### config.mk
export PLATFORM = sky130hd
export DESIGN_NAME = tablet_to_screen_mapper_unit_flat
export DESIGN_NICKNAME = d
export VERILOG_FILES = /design/src/rtl/core/tsm_pkg.sv /design/src/rtl/core/tsm_if.sv /design/src/rtl/core/tsm_csr.sv /design/src/rtl/core/tsm_divider.sv /design/src/rtl/core/tablet_to_screen_mapper_unit.sv /design/src/flat_wrapper.sv
export SDC_FILE = /design/constraint.sdc
export NUM_CORES = 2
export LEC_CHECK = 0
export CAP_MARGIN = 20
export CORE_ASPECT_RATIO = 0.8
export CORE_MARGIN = 2
export CORE_UTILIZATION = 45
export CTS_BUF_LIST = sky130_fd_sc_hd__clkbuf_16
export CTS_CLUSTER_SIZE = 24
export DETAILED_ROUTE_END_ITERATION = 10
export DONT_BUFFER_PORTS = 1
export GPL_ROUTABILITY_DRIVEN = 0
export PLACE_DENSITY = 0.61
export SLEW_MARGIN = 25
export SYNTH_ARGS = -nofsm -noshare
export SYNTH_HDL_FRONTEND = slang
export SYNTH_SLANG_ARGS = --single-unit
### constraint.sdc
create_clock -name clock -period 179.3 [get_ports clock]
set_input_delay 26.895 -clock clock [delete_from_list [all_inputs] [get_ports clock]]
set_output_delay 26.895 -clock clock [all_outputs]
set_load 0.03 [all_outputs]
### src/rtl/core/tsm_pkg.sv
package tsm_pkg;

   localparam int COORD_FRACTION_BITS = 16;
   localparam int PIXEL_BITS          = 16;

   localparam int COORD_W    = COORD_FRACTION_BITS;
   localparam int SIZE_W     = 15;
   localparam int ORIGIN_W   = 16;
   localparam int EPOCH_W    = 32;
   localparam int SCR_W      = PIXEL_BITS + 1;
   localparam int PROD_W     = COORD_W + SIZE_W;
   localparam int NUM_W      = PROD_W + 1;
   localparam int DEN_W      = COORD_W + 1;
   localparam int QUOT_W     = SIZE_W;
   localparam int CSR_ADDR_W = 5;
   localparam int CSR_DATA_W = 32;

   // Packed edges: low half zero, high half full scale.
   localparam logic [CSR_DATA_W-1:0] ACTIVE_RESET =
      CSR_DATA_W'(((64'd1 << COORD_W) - 64'd1) << COORD_W);

   typedef enum logic [1:0] {
      ROT_NONE,
      ROT_90,
      ROT_180,
      ROT_270
   } rot_type;

   typedef enum logic [2:0] {
      CSR_ACTIVE_H,
      CSR_ACTIVE_V,
      CSR_VP_LEFT,
      CSR_VP_TOP,
      CSR_VP_WIDTH,
      CSR_VP_HEIGHT,
      CSR_ROTATION,
      CSR_EPOCH
   } csr_index_type;

   typedef struct packed {
      logic [CSR_DATA_W-1:0]      active_h;
      logic [CSR_DATA_W-1:0]      active_v;
      logic signed [ORIGIN_W-1:0] vp_left;
      logic signed [ORIGIN_W-1:0] vp_top;
      logic [SIZE_W-1:0]          vp_width;
      logic [SIZE_W-1:0]          vp_height;
      rot_type                    rotation;
      logic [EPOCH_W-1:0]         epoch;
   } cfg_type;

endpackage

### src/rtl/core/tsm_if.sv
interface tsm_req_if import tsm_pkg::*; ();
   logic               valid;
   logic               ready;
   logic [COORD_W-1:0] point_x;
   logic [COORD_W-1:0] point_y;
   logic [EPOCH_W-1:0] epoch_tag;

   modport source (output valid, output point_x, output point_y, output epoch_tag,
                   input ready);
   modport sink   (input valid, input point_x, input point_y, input epoch_tag,
                   output ready);
endinterface

interface tsm_rsp_if import tsm_pkg::*; ();
   logic                    valid;
   logic                    ready;
   logic                    point_valid;
   logic signed [SCR_W-1:0] screen_x;
   logic signed [SCR_W-1:0] screen_y;

   modport source (output valid, output point_valid, output screen_x, output screen_y,
                   input ready);
   modport sink   (input valid, input point_valid, input screen_x, input screen_y,
                   output ready);
endinterface

### src/rtl/core/tsm_csr.sv
module tsm_csr import tsm_pkg::*; (
   input  logic                  clock,
   input  logic                  reset,
   input  logic                  psel,
   input  logic                  penable,
   input  logic                  pwrite,
   input  logic [CSR_ADDR_W-1:0] paddr,
   input  logic [CSR_DATA_W-1:0] pwdata,
   output logic [CSR_DATA_W-1:0] prdata,
   output logic                  pready,
   output cfg_type               cfg
);

   cfg_type       cfg_ff;
   cfg_type       cfg_in;
   csr_index_type index;
   logic          write_en;

   assign pready   = 1'b1;
   assign index    = csr_index_type'(paddr[CSR_ADDR_W-1:2]);
   assign write_en = psel && penable && pwrite && pready;
   assign cfg      = cfg_ff;

   always_comb begin
      cfg_in = cfg_ff;
      if (write_en) begin
         unique case (index)
            CSR_ACTIVE_H:  cfg_in.active_h  = pwdata;
            CSR_ACTIVE_V:  cfg_in.active_v  = pwdata;
            CSR_VP_LEFT:   cfg_in.vp_left   = pwdata[ORIGIN_W-1:0];
            CSR_VP_TOP:    cfg_in.vp_top    = pwdata[ORIGIN_W-1:0];
            CSR_VP_WIDTH:  cfg_in.vp_width  = pwdata[SIZE_W-1:0];
            CSR_VP_HEIGHT: cfg_in.vp_height = pwdata[SIZE_W-1:0];
            CSR_ROTATION:  cfg_in.rotation  = rot_type'(pwdata[1:0]);
            CSR_EPOCH:     cfg_in.epoch     = pwdata[EPOCH_W-1:0];
            default:       cfg_in = cfg_ff;
         endcase
      end
   end

   always_ff @(posedge clock) begin
      if (reset) begin
         cfg_ff.active_h  <= ACTIVE_RESET;
         cfg_ff.active_v  <= ACTIVE_RESET;
         cfg_ff.vp_left   <= '0;
         cfg_ff.vp_top    <= '0;
         cfg_ff.vp_width  <= '0;
         cfg_ff.vp_height <= '0;
         cfg_ff.rotation  <= ROT_NONE;
         cfg_ff.epoch     <= '0;
      end else begin
         cfg_ff <= cfg_in;
      end
   end

   // Raw register bits, zero filled above each register's width.
   always_comb begin
      unique case (index)
         CSR_ACTIVE_H:  prdata = cfg_ff.active_h;
         CSR_ACTIVE_V:  prdata = cfg_ff.active_v;
         CSR_VP_LEFT:   prdata = {{(CSR_DATA_W-ORIGIN_W){1'b0}}, cfg_ff.vp_left};
         CSR_VP_TOP:    prdata = {{(CSR_DATA_W-ORIGIN_W){1'b0}}, cfg_ff.vp_top};
         CSR_VP_WIDTH:  prdata = {{(CSR_DATA_W-SIZE_W){1'b0}}, cfg_ff.vp_width};
         CSR_VP_HEIGHT: prdata = {{(CSR_DATA_W-SIZE_W){1'b0}}, cfg_ff.vp_height};
         CSR_ROTATION:  prdata = {{(CSR_DATA_W-2){1'b0}}, cfg_ff.rotation};
         CSR_EPOCH:     prdata = {{(CSR_DATA_W-EPOCH_W){1'b0}}, cfg_ff.epoch};
         default:       prdata = '0;
      endcase
   end

endmodule

### src/rtl/core/tsm_divider.sv
module tsm_divider import tsm_pkg::*; (
   input  logic              clock,
   input  logic              advance,
   input  logic [NUM_W-1:0]  num,
   input  logic [DEN_W-1:0]  den,
   output logic [QUOT_W-1:0] quot
);

   // Restoring divider, one quotient bit per stage. The low numerator bits
   // shift out of nq as the quotient bits shift in.
   logic [DEN_W-1:0]  rem_ff [QUOT_W+1];
   logic [DEN_W-1:0]  den_ff [QUOT_W+1];
   logic [QUOT_W-1:0] nq_ff  [QUOT_W+1];
   logic [DEN_W-1:0]  rem_in [QUOT_W];
   logic [QUOT_W-1:0] nq_in  [QUOT_W];

   always_comb begin
      logic [DEN_W:0]   trial;
      logic [DEN_W+1:0] diff;
      for (int k = 0; k < QUOT_W; k++) begin
         trial = {rem_ff[k], nq_ff[k][QUOT_W-1]};
         diff  = {1'b0, trial} - {2'b00, den_ff[k]};
         if (!diff[DEN_W+1]) begin
            rem_in[k] = diff[DEN_W-1:0];
            nq_in[k]  = {nq_ff[k][QUOT_W-2:0], 1'b1};
         end else begin
            rem_in[k] = trial[DEN_W-1:0];
            nq_in[k]  = {nq_ff[k][QUOT_W-2:0], 1'b0};
         end
      end
   end

   always_ff @(posedge clock) begin
      if (advance) begin
         rem_ff[0] <= num[NUM_W-1:QUOT_W];
         nq_ff[0]  <= num[QUOT_W-1:0];
         den_ff[0] <= den;
         for (int k = 0; k < QUOT_W; k++) begin
            rem_ff[k+1] <= rem_in[k];
            nq_ff[k+1]  <= nq_in[k];
            den_ff[k+1] <= den_ff[k];
         end
      end
   end

   assign quot = nq_ff[QUOT_W];

endmodule

### src/rtl/core/tablet_to_screen_mapper_unit.sv
// Maps normalised pen points onto screen pixels: range and epoch check, rotation,
// then left + round(u * (width - 1)) per axis, halves rounded up. One point is
// taken per clock while the output is not stalled, through nineteen register
// stages, the first loaded at the edge that accepts the point: check and
// rotation, scale multiply, rounding add into the divider, fifteen restoring
// divider stages that settle one quotient bit each, and the output register.
// A stalled output holds the whole pipeline; nothing is dropped.
// Rejected points come out with point_valid low and both coordinates zero.
// Registers sit at byte offsets 4*i on the APB-style port and should be
// written only while no point is in flight.
module tablet_to_screen_mapper_unit import tsm_pkg::*; (
   input  logic                  clock,
   input  logic                  reset,
   tsm_req_if.sink               req_bus,
   tsm_rsp_if.source             rsp_bus,
   input  logic                  csr_psel,
   input  logic                  csr_penable,
   input  logic                  csr_pwrite,
   input  logic [CSR_ADDR_W-1:0] csr_paddr,
   input  logic [CSR_DATA_W-1:0] csr_pwdata,
   output logic [CSR_DATA_W-1:0] csr_prdata,
   output logic                  csr_pready
);

   cfg_type cfg;

   tsm_csr u_csr (
      .clock   (clock),
      .reset   (reset),
      .psel    (csr_psel),
      .penable (csr_penable),
      .pwrite  (csr_pwrite),
      .paddr   (csr_paddr),
      .pwdata  (csr_pwdata),
      .prdata  (csr_prdata),
      .pready  (csr_pready),
      .cfg     (cfg)
   );

   logic advance;

   // Stage 1: check and rotate
   logic               s1_valid_ff;
   logic               s1_ok_ff;
   logic [COORD_W-1:0] s1_ax_ff, s1_bx_ff, s1_ay_ff, s1_by_ff;
   logic               s1_ok_in;
   logic [COORD_W-1:0] s1_ax_in, s1_bx_in, s1_ay_in, s1_by_in;
   logic [COORD_W-1:0] left, right, top, bottom;
   logic [COORD_W-1:0] nx, dx, ny, dy;

   // Stage 2: scale multiply
   logic              s2_valid_ff;
   logic              s2_ok_ff;
   logic [PROD_W-1:0] s2_px_ff, s2_py_ff;
   logic [COORD_W-1:0] s2_bx_ff, s2_by_ff;
   logic [SIZE_W-1:0] span_x, span_y;

   // Divider stages
   logic [QUOT_W:0]   dv_valid_ff;
   logic [QUOT_W:0]   dv_ok_ff;
   logic [NUM_W-1:0]  num_x, num_y;
   logic [DEN_W-1:0]  den_x, den_y;
   logic [QUOT_W-1:0] quot_x, quot_y;

   // Output register
   logic                    rsp_valid_ff;
   logic                    rsp_point_valid_ff;
   logic signed [SCR_W-1:0] rsp_x_ff, rsp_y_ff;
   logic signed [SCR_W-1:0] rsp_x_in, rsp_y_in;

   assign advance       = !rsp_valid_ff || rsp_bus.ready;
   assign req_bus.ready = advance;

   assign left   = cfg.active_h[COORD_W-1:0];
   assign right  = cfg.active_h[2*COORD_W-1:COORD_W];
   assign top    = cfg.active_v[COORD_W-1:0];
   assign bottom = cfg.active_v[2*COORD_W-1:COORD_W];

   always_comb begin
      s1_ok_in = (right > left) && (bottom > top)
                 && (cfg.vp_width != '0) && (cfg.vp_height != '0)
                 && (req_bus.epoch_tag == cfg.epoch)
                 && (req_bus.point_x >= left) && (req_bus.point_x <= right)
                 && (req_bus.point_y >= top) && (req_bus.point_y <= bottom);
      nx = req_bus.point_x - left;
      dx = right - left;
      ny = req_bus.point_y - top;
      dy = bottom - top;
      unique case (cfg.rotation)
         ROT_90: begin
            s1_ax_in = dy - ny;
            s1_bx_in = dy;
            s1_ay_in = nx;
            s1_by_in = dx;
         end
         ROT_180: begin
            s1_ax_in = dx - nx;
            s1_bx_in = dx;
            s1_ay_in = dy - ny;
            s1_by_in = dy;
         end
         ROT_270: begin
            s1_ax_in = ny;
            s1_bx_in = dy;
            s1_ay_in = dx - nx;
            s1_by_in = dx;
         end
         default: begin
            s1_ax_in = nx;
            s1_bx_in = dx;
            s1_ay_in = ny;
            s1_by_in = dy;
         end
      endcase
   end

   assign span_x = cfg.vp_width - SIZE_W'(1);
   assign span_y = cfg.vp_height - SIZE_W'(1);

   // 2*n*span + d over 2*d gives the rounded ratio
   assign num_x = {s2_px_ff, 1'b0} + NUM_W'(s2_bx_ff);
   assign num_y = {s2_py_ff, 1'b0} + NUM_W'(s2_by_ff);
   assign den_x = {s2_bx_ff, 1'b0};
   assign den_y = {s2_by_ff, 1'b0};

   tsm_divider u_div_x (
      .clock   (clock),
      .advance (advance),
      .num     (num_x),
      .den     (den_x),
      .quot    (quot_x)
   );

   tsm_divider u_div_y (
      .clock   (clock),
      .advance (advance),
      .num     (num_y),
      .den     (den_y),
      .quot    (quot_y)
   );

   always_comb begin
      if (dv_ok_ff[QUOT_W]) begin
         rsp_x_in = SCR_W'($signed(cfg.vp_left)) + SCR_W'(quot_x);
         rsp_y_in = SCR_W'($signed(cfg.vp_top)) + SCR_W'(quot_y);
      end else begin
         rsp_x_in = '0;
         rsp_y_in = '0;
      end
   end

   always_ff @(posedge clock) begin
      if (reset) begin
         s1_valid_ff  <= 1'b0;
         s2_valid_ff  <= 1'b0;
         dv_valid_ff  <= '0;
         rsp_valid_ff <= 1'b0;
      end else if (advance) begin
         s1_valid_ff  <= req_bus.valid;
         s2_valid_ff  <= s1_valid_ff;
         dv_valid_ff  <= {dv_valid_ff[QUOT_W-1:0], s2_valid_ff};
         rsp_valid_ff <= dv_valid_ff[QUOT_W];
      end
   end

   always_ff @(posedge clock) begin
      if (advance) begin
         s1_ok_ff           <= s1_ok_in;
         s1_ax_ff           <= s1_ax_in;
         s1_bx_ff           <= s1_bx_in;
         s1_ay_ff           <= s1_ay_in;
         s1_by_ff           <= s1_by_in;
         s2_ok_ff           <= s1_ok_ff;
         s2_px_ff           <= PROD_W'(s1_ax_ff) * PROD_W'(span_x);
         s2_py_ff           <= PROD_W'(s1_ay_ff) * PROD_W'(span_y);
         s2_bx_ff           <= s1_bx_ff;
         s2_by_ff           <= s1_by_ff;
         dv_ok_ff           <= {dv_ok_ff[QUOT_W-1:0], s2_ok_ff};
         rsp_point_valid_ff <= dv_ok_ff[QUOT_W];
         rsp_x_ff           <= rsp_x_in;
         rsp_y_ff           <= rsp_y_in;
      end
   end

   assign rsp_bus.valid       = rsp_valid_ff;
   assign rsp_bus.point_valid = rsp_point_valid_ff;
   assign rsp_bus.screen_x    = rsp_x_ff;
   assign rsp_bus.screen_y    = rsp_y_ff;

   a_reject_zero : assert property (@(posedge clock) disable iff (reset)
      (rsp_valid_ff && !rsp_point_valid_ff) |-> (rsp_x_ff == '0 && rsp_y_ff == '0))
      else $error("rejected beat carries non-zero coordinates");

   a_stall_hold : assert property (@(posedge clock) disable iff (reset)
      !advance |=> $stable({s1_valid_ff, s2_valid_ff, dv_valid_ff, rsp_valid_ff}))
      else $error("pipeline valids moved during a stall");

   a_accept_enters : assert property (@(posedge clock) disable iff (reset)
      (req_bus.valid && advance) |=> s1_valid_ff)
      else $error("accepted beat missing from first stage");

endmodule

### src/flat_wrapper.sv
// flat-port wrapper written by rule: the top's interface ports become plain ports
module tablet_to_screen_mapper_unit_flat import tsm_pkg::*;
  (clock, reset, csr_psel, csr_penable, csr_pwrite, csr_paddr, csr_pwdata, csr_prdata, csr_pready, req_bus_valid, req_bus_point_x, req_bus_point_y, req_bus_epoch_tag, req_bus_ready, rsp_bus_valid, rsp_bus_point_valid, rsp_bus_screen_x, rsp_bus_screen_y, rsp_bus_ready);
  tsm_req_if req_bus_i ();
  tsm_rsp_if rsp_bus_i ();
  input  logic clock;
  input  logic reset;
  input  logic csr_psel;
  input  logic csr_penable;
  input  logic csr_pwrite;
  input  logic [CSR_ADDR_W-1:0] csr_paddr;
  input  logic [CSR_DATA_W-1:0] csr_pwdata;
  output logic [CSR_DATA_W-1:0] csr_prdata;
  output logic csr_pready;
  input wire logic [$bits(req_bus_i.valid)-1:0] req_bus_valid;
  input wire logic [$bits(req_bus_i.point_x)-1:0] req_bus_point_x;
  input wire logic [$bits(req_bus_i.point_y)-1:0] req_bus_point_y;
  input wire logic [$bits(req_bus_i.epoch_tag)-1:0] req_bus_epoch_tag;
  output wire logic [$bits(req_bus_i.ready)-1:0] req_bus_ready;
  output wire logic [$bits(rsp_bus_i.valid)-1:0] rsp_bus_valid;
  output wire logic [$bits(rsp_bus_i.point_valid)-1:0] rsp_bus_point_valid;
  output wire logic [$bits(rsp_bus_i.screen_x)-1:0] rsp_bus_screen_x;
  output wire logic [$bits(rsp_bus_i.screen_y)-1:0] rsp_bus_screen_y;
  input wire logic [$bits(rsp_bus_i.ready)-1:0] rsp_bus_ready;
  assign req_bus_i.valid = req_bus_valid;
  assign req_bus_i.point_x = req_bus_point_x;
  assign req_bus_i.point_y = req_bus_point_y;
  assign req_bus_i.epoch_tag = req_bus_epoch_tag;
  assign req_bus_ready = req_bus_i.ready;
  assign rsp_bus_valid = rsp_bus_i.valid;
  assign rsp_bus_point_valid = rsp_bus_i.point_valid;
  assign rsp_bus_screen_x = rsp_bus_i.screen_x;
  assign rsp_bus_screen_y = rsp_bus_i.screen_y;
  assign rsp_bus_i.ready = rsp_bus_ready;
  tablet_to_screen_mapper_unit u_core (.clock(clock), .reset(reset), .req_bus(req_bus_i), .rsp_bus(rsp_bus_i), .csr_psel(csr_psel), .csr_penable(csr_penable), .csr_pwrite(csr_pwrite), .csr_paddr(csr_paddr), .csr_pwdata(csr_pwdata), .csr_prdata(csr_prdata), .csr_pready(csr_pready));
endmodule
==> impl_metrics.toml <==
[run_status]
run_status = "finished clean"

[place]
portBuffers = 0
numPlacedInstances = 12420
dp.final_hpwl_um = 194000
placedInstanceArea_mm2 = 0.112

[synth]
synth_cell_type_count = 93
most_used_standard_cell_by_instance_count_after_synthesis = "sky130_fd_sc_hd__edfxtp_1"
synth.net_count = 10766
synthesis.area_mm2 = 0.109
number_of_enable_flip_flop_cells_after_synthesis = 1651
ys_dominant_reg_cell = "sky130_fd_sc_hd__edfxtp_1"
ys_seq_area_share_pct = 49.0
synthesis.yosys.warnings = 0
netlist_instances = 9404
syn-mean-instance-area_um2 = 11.5
synth_seq_cells = 1830
top_cells_by_area_synth = "sky130_fd_sc_hd__edfxtp_1 (46%), sky130_fd_sc_hd__ha_1 (9.9%), sky130_fd_sc_hd__fa_1 (7.3%)"
post-synth-top-area-fraction_pct = 45.7
synth_commonest_cells = "sky130_fd_sc_hd__edfxtp_1 (1,651), sky130_fd_sc_hd__inv_1 (1,183), sky130_fd_sc_hd__ha_1 (856)"
synth_largest_area_cell = "sky130_fd_sc_hd__edfxtp_1"
async_reset_ff_share_pct = 0

[sta]
totalNegativeSetupSlack_ns = 0
report.final.setup_viol = 0
whs_ns = 0.379
period_share_pct = 31.2
timing.final.hold_violations = 0
final-max-slew-violation-count = 0
slew-limit-headroom_pct = 27.4
unrepaired_setup_endpoints_after_global_routing = "no"
timing.fmax_mhz = 17.9
max_slew.worst_pin.slew_ns = 1.08
skew_ns = 0.0872
timing.final.crit_period_ns = 55.91

[floorplan]
core_mm2 = 0.240
die-width_um = 553
row_count = 161
die_h_um = 443
design.die.area_mm2 = 0.245
initial_utilization_pct = 45.2
boundaryPins = 178

[grt]
grt_max_degree = 189
global_route.usage.total_pct = 20.4
gr-usage-met3_pct = 4.31
initial_antenna_violation_count = 39
grt_pass1_vias = 69870
wire_length_of_the_first_global_routing_pass_um = 392000
grtUsageMet1_pct = 27.3
globalRouteOverflowTotal = 0
met2_usage_pct = 32.4
grt.busiest_layer = "met2"

[worst_hold_path]
holdCritPathClass = "reg2reg"

[clock_network]
tritoncts = "yes"
clock_tree.htree_level_count = 4
ctsLongestPathBuffers = 4
clock_sinks = 1830
cts_resized = 0
clock_latency_ns = 0.86
post_cts_hold_buffers = 0
clk_pin_slew_worst_paths_ns = 0.06
cts_inserted_buffers = 193
post-cts-setup-buffers = 0
cell_chosen_for_the_clock_root = "sky130_fd_sc_hd__clkbuf_16"

[detailed_routing]
routed-via-count = 69198
drc = 0
number_of_drc_markers_after_the_initial_detailed_route_iteration = 6108
routed_wire_length_per_instance_um = 19.7
first_pass_iters = 6
avgViaCountPerCell = 5.41
wirelength_um = 253000
detail-route-antenna-nets = 0

[worst_setup_path]
worstPathCellList = "and3_1, nand2_1, o21ai_0, o21ai_0, a21oi_1, buf_4"
crit_path_max_incr_delay_ns = 0.77
worst_path_max_delay_cell = "sky130_fd_sc_hd__and3_1"
worst_setup_path_end_kind = "output pin"
crit_arrival_ns = 29.01
cp.required_ns = 152.40
critPathMostFrequentCell = "sky130_fd_sc_hd__o21ai_0"
critical_path_peak_fanout = 55
cp-start-kind = "input pin"
critical_path_class = "in2out"

[finish]
finished_layout_cell_area_mm2 = 0.118
fraction_of_layout_cells_with_a_size_suffix_above_1_pct = 7.35
final-instance-count-excl-fill = 12796
layout.nets = 10799
syn2layout_area_growth_pct = 9.18

[flow_run]
max_cap_viols = 0
registers in the layout (all words and copies together) (netlist names), 17 cells and up:
name                     count
u_core.rsp_bus.screen_y     17
u_core.u_div_y.nq_ff       240
u_core.s2_py_ff             31
u_core.u_div_y.rem_ff      255
u_core.s2_px_ff             31
u_core.rsp_bus.screen_x     17
u_core.u_div_y.den_ff      225
u_core.u_div_x.nq_ff       240
u_core.u_div_x.den_ff      225
u_core.u_div_x.rem_ff      255
u_core.u_csr.cfg           160
metrics by stage:
| step | setup WS, ns | util (%) |
|---|---|---|
| after global routing | 123.30 | 49.3 |
| after floorplan | 80.60 | - |
| after detailed placement | 123.31 | 46.8 |
| after global placement | 123.27 | 46.7 |
| after CTS | 123.30 | 49.3 |
| final | 123.39 | 49.3 |
cell usage in the layout (no fill, tap or decap), types with 101 or more instances in the layout:
master                      instances
sky130_fd_sc_hd__nor2b_1          227
sky130_fd_sc_hd__a21o_1           120
sky130_fd_sc_hd__fa_1             398
sky130_fd_sc_hd__ha_1             856
sky130_fd_sc_hd__nand2_1          795
sky130_fd_sc_hd__edfxtp_1        1651
sky130_fd_sc_hd__clkbuf_16        194
sky130_fd_sc_hd__nor3_1           170
sky130_fd_sc_hd__o21ai_0          218
sky130_fd_sc_hd__and2_1           210
sky130_fd_sc_hd__a21oi_1          573
sky130_fd_sc_hd__mux2_2           241
sky130_fd_sc_hd__nor2_1           488
sky130_fd_sc_hd__inv_1           1227
sky130_fd_sc_hd__mux2i_1          110
sky130_fd_sc_hd__dfxtp_1          178
sky130_fd_sc_hd__xnor2_1          398
sky130_fd_sc_hd__xor2_1           147
sky130_fd_sc_hd__mux2_1           134
sky130_fd_sc_hd__nand3_1          101
final timing paths:
kind	from	to	slack, ns	cells past startpoint
max reg2reg	u_core.u_csr.cfg[36]	u_core.s2_py_ff[29]	170.82	23
min reg2reg	u_core.u_div_y.nq_ff[0][40]	u_core.u_div_y.nq_ff[0][56]	0.38	0
min	u_core.u_div_y.nq_ff[0][40]	u_core.u_div_y.nq_ff[0][56]	0.38	0
max	csr_paddr[2]	csr_prdata[5]	123.39	6
cell type report:
cell class	count	area, um2
fill	20992	122000
multi-input combinational	6162	50300
clock inverter	151	1100
clock buffer	194	4850
inverter	1187	4460
sequential	1830	53200
tap	3178	3980
timing repair buffer	63	529
antenna	31	77.6
layer usage:
metal	routed length (um)	up-vias
li1	-	32964
met5	191	-
met2	114000	2016
met3	19700	421
met1	108000	33769
met4	10600	28
logic make-up after synthesis:
family	synth area share [%]
AND/OR/NAND/NOR	9.85
AO/OA/AOI/OAI	9.05
multiplexers	5.46
flip-flops	49.0
XOR/XNOR	4.50
adder cells (fa/ha/maj)	17.2
buffers and inverters	4.94
other	0.00346
worst max-delay path: cells and delay by family:
family	cells	cell delay, ns
AO/OA/AOI/OAI	3	0.91
buffers and inverters	1	0.28
AND/OR/NAND/NOR	2	0.87
Power is left out: the tool's default activity adds up to more than one toggle a clock period on the data nets, which glitch-free logic cannot reach.
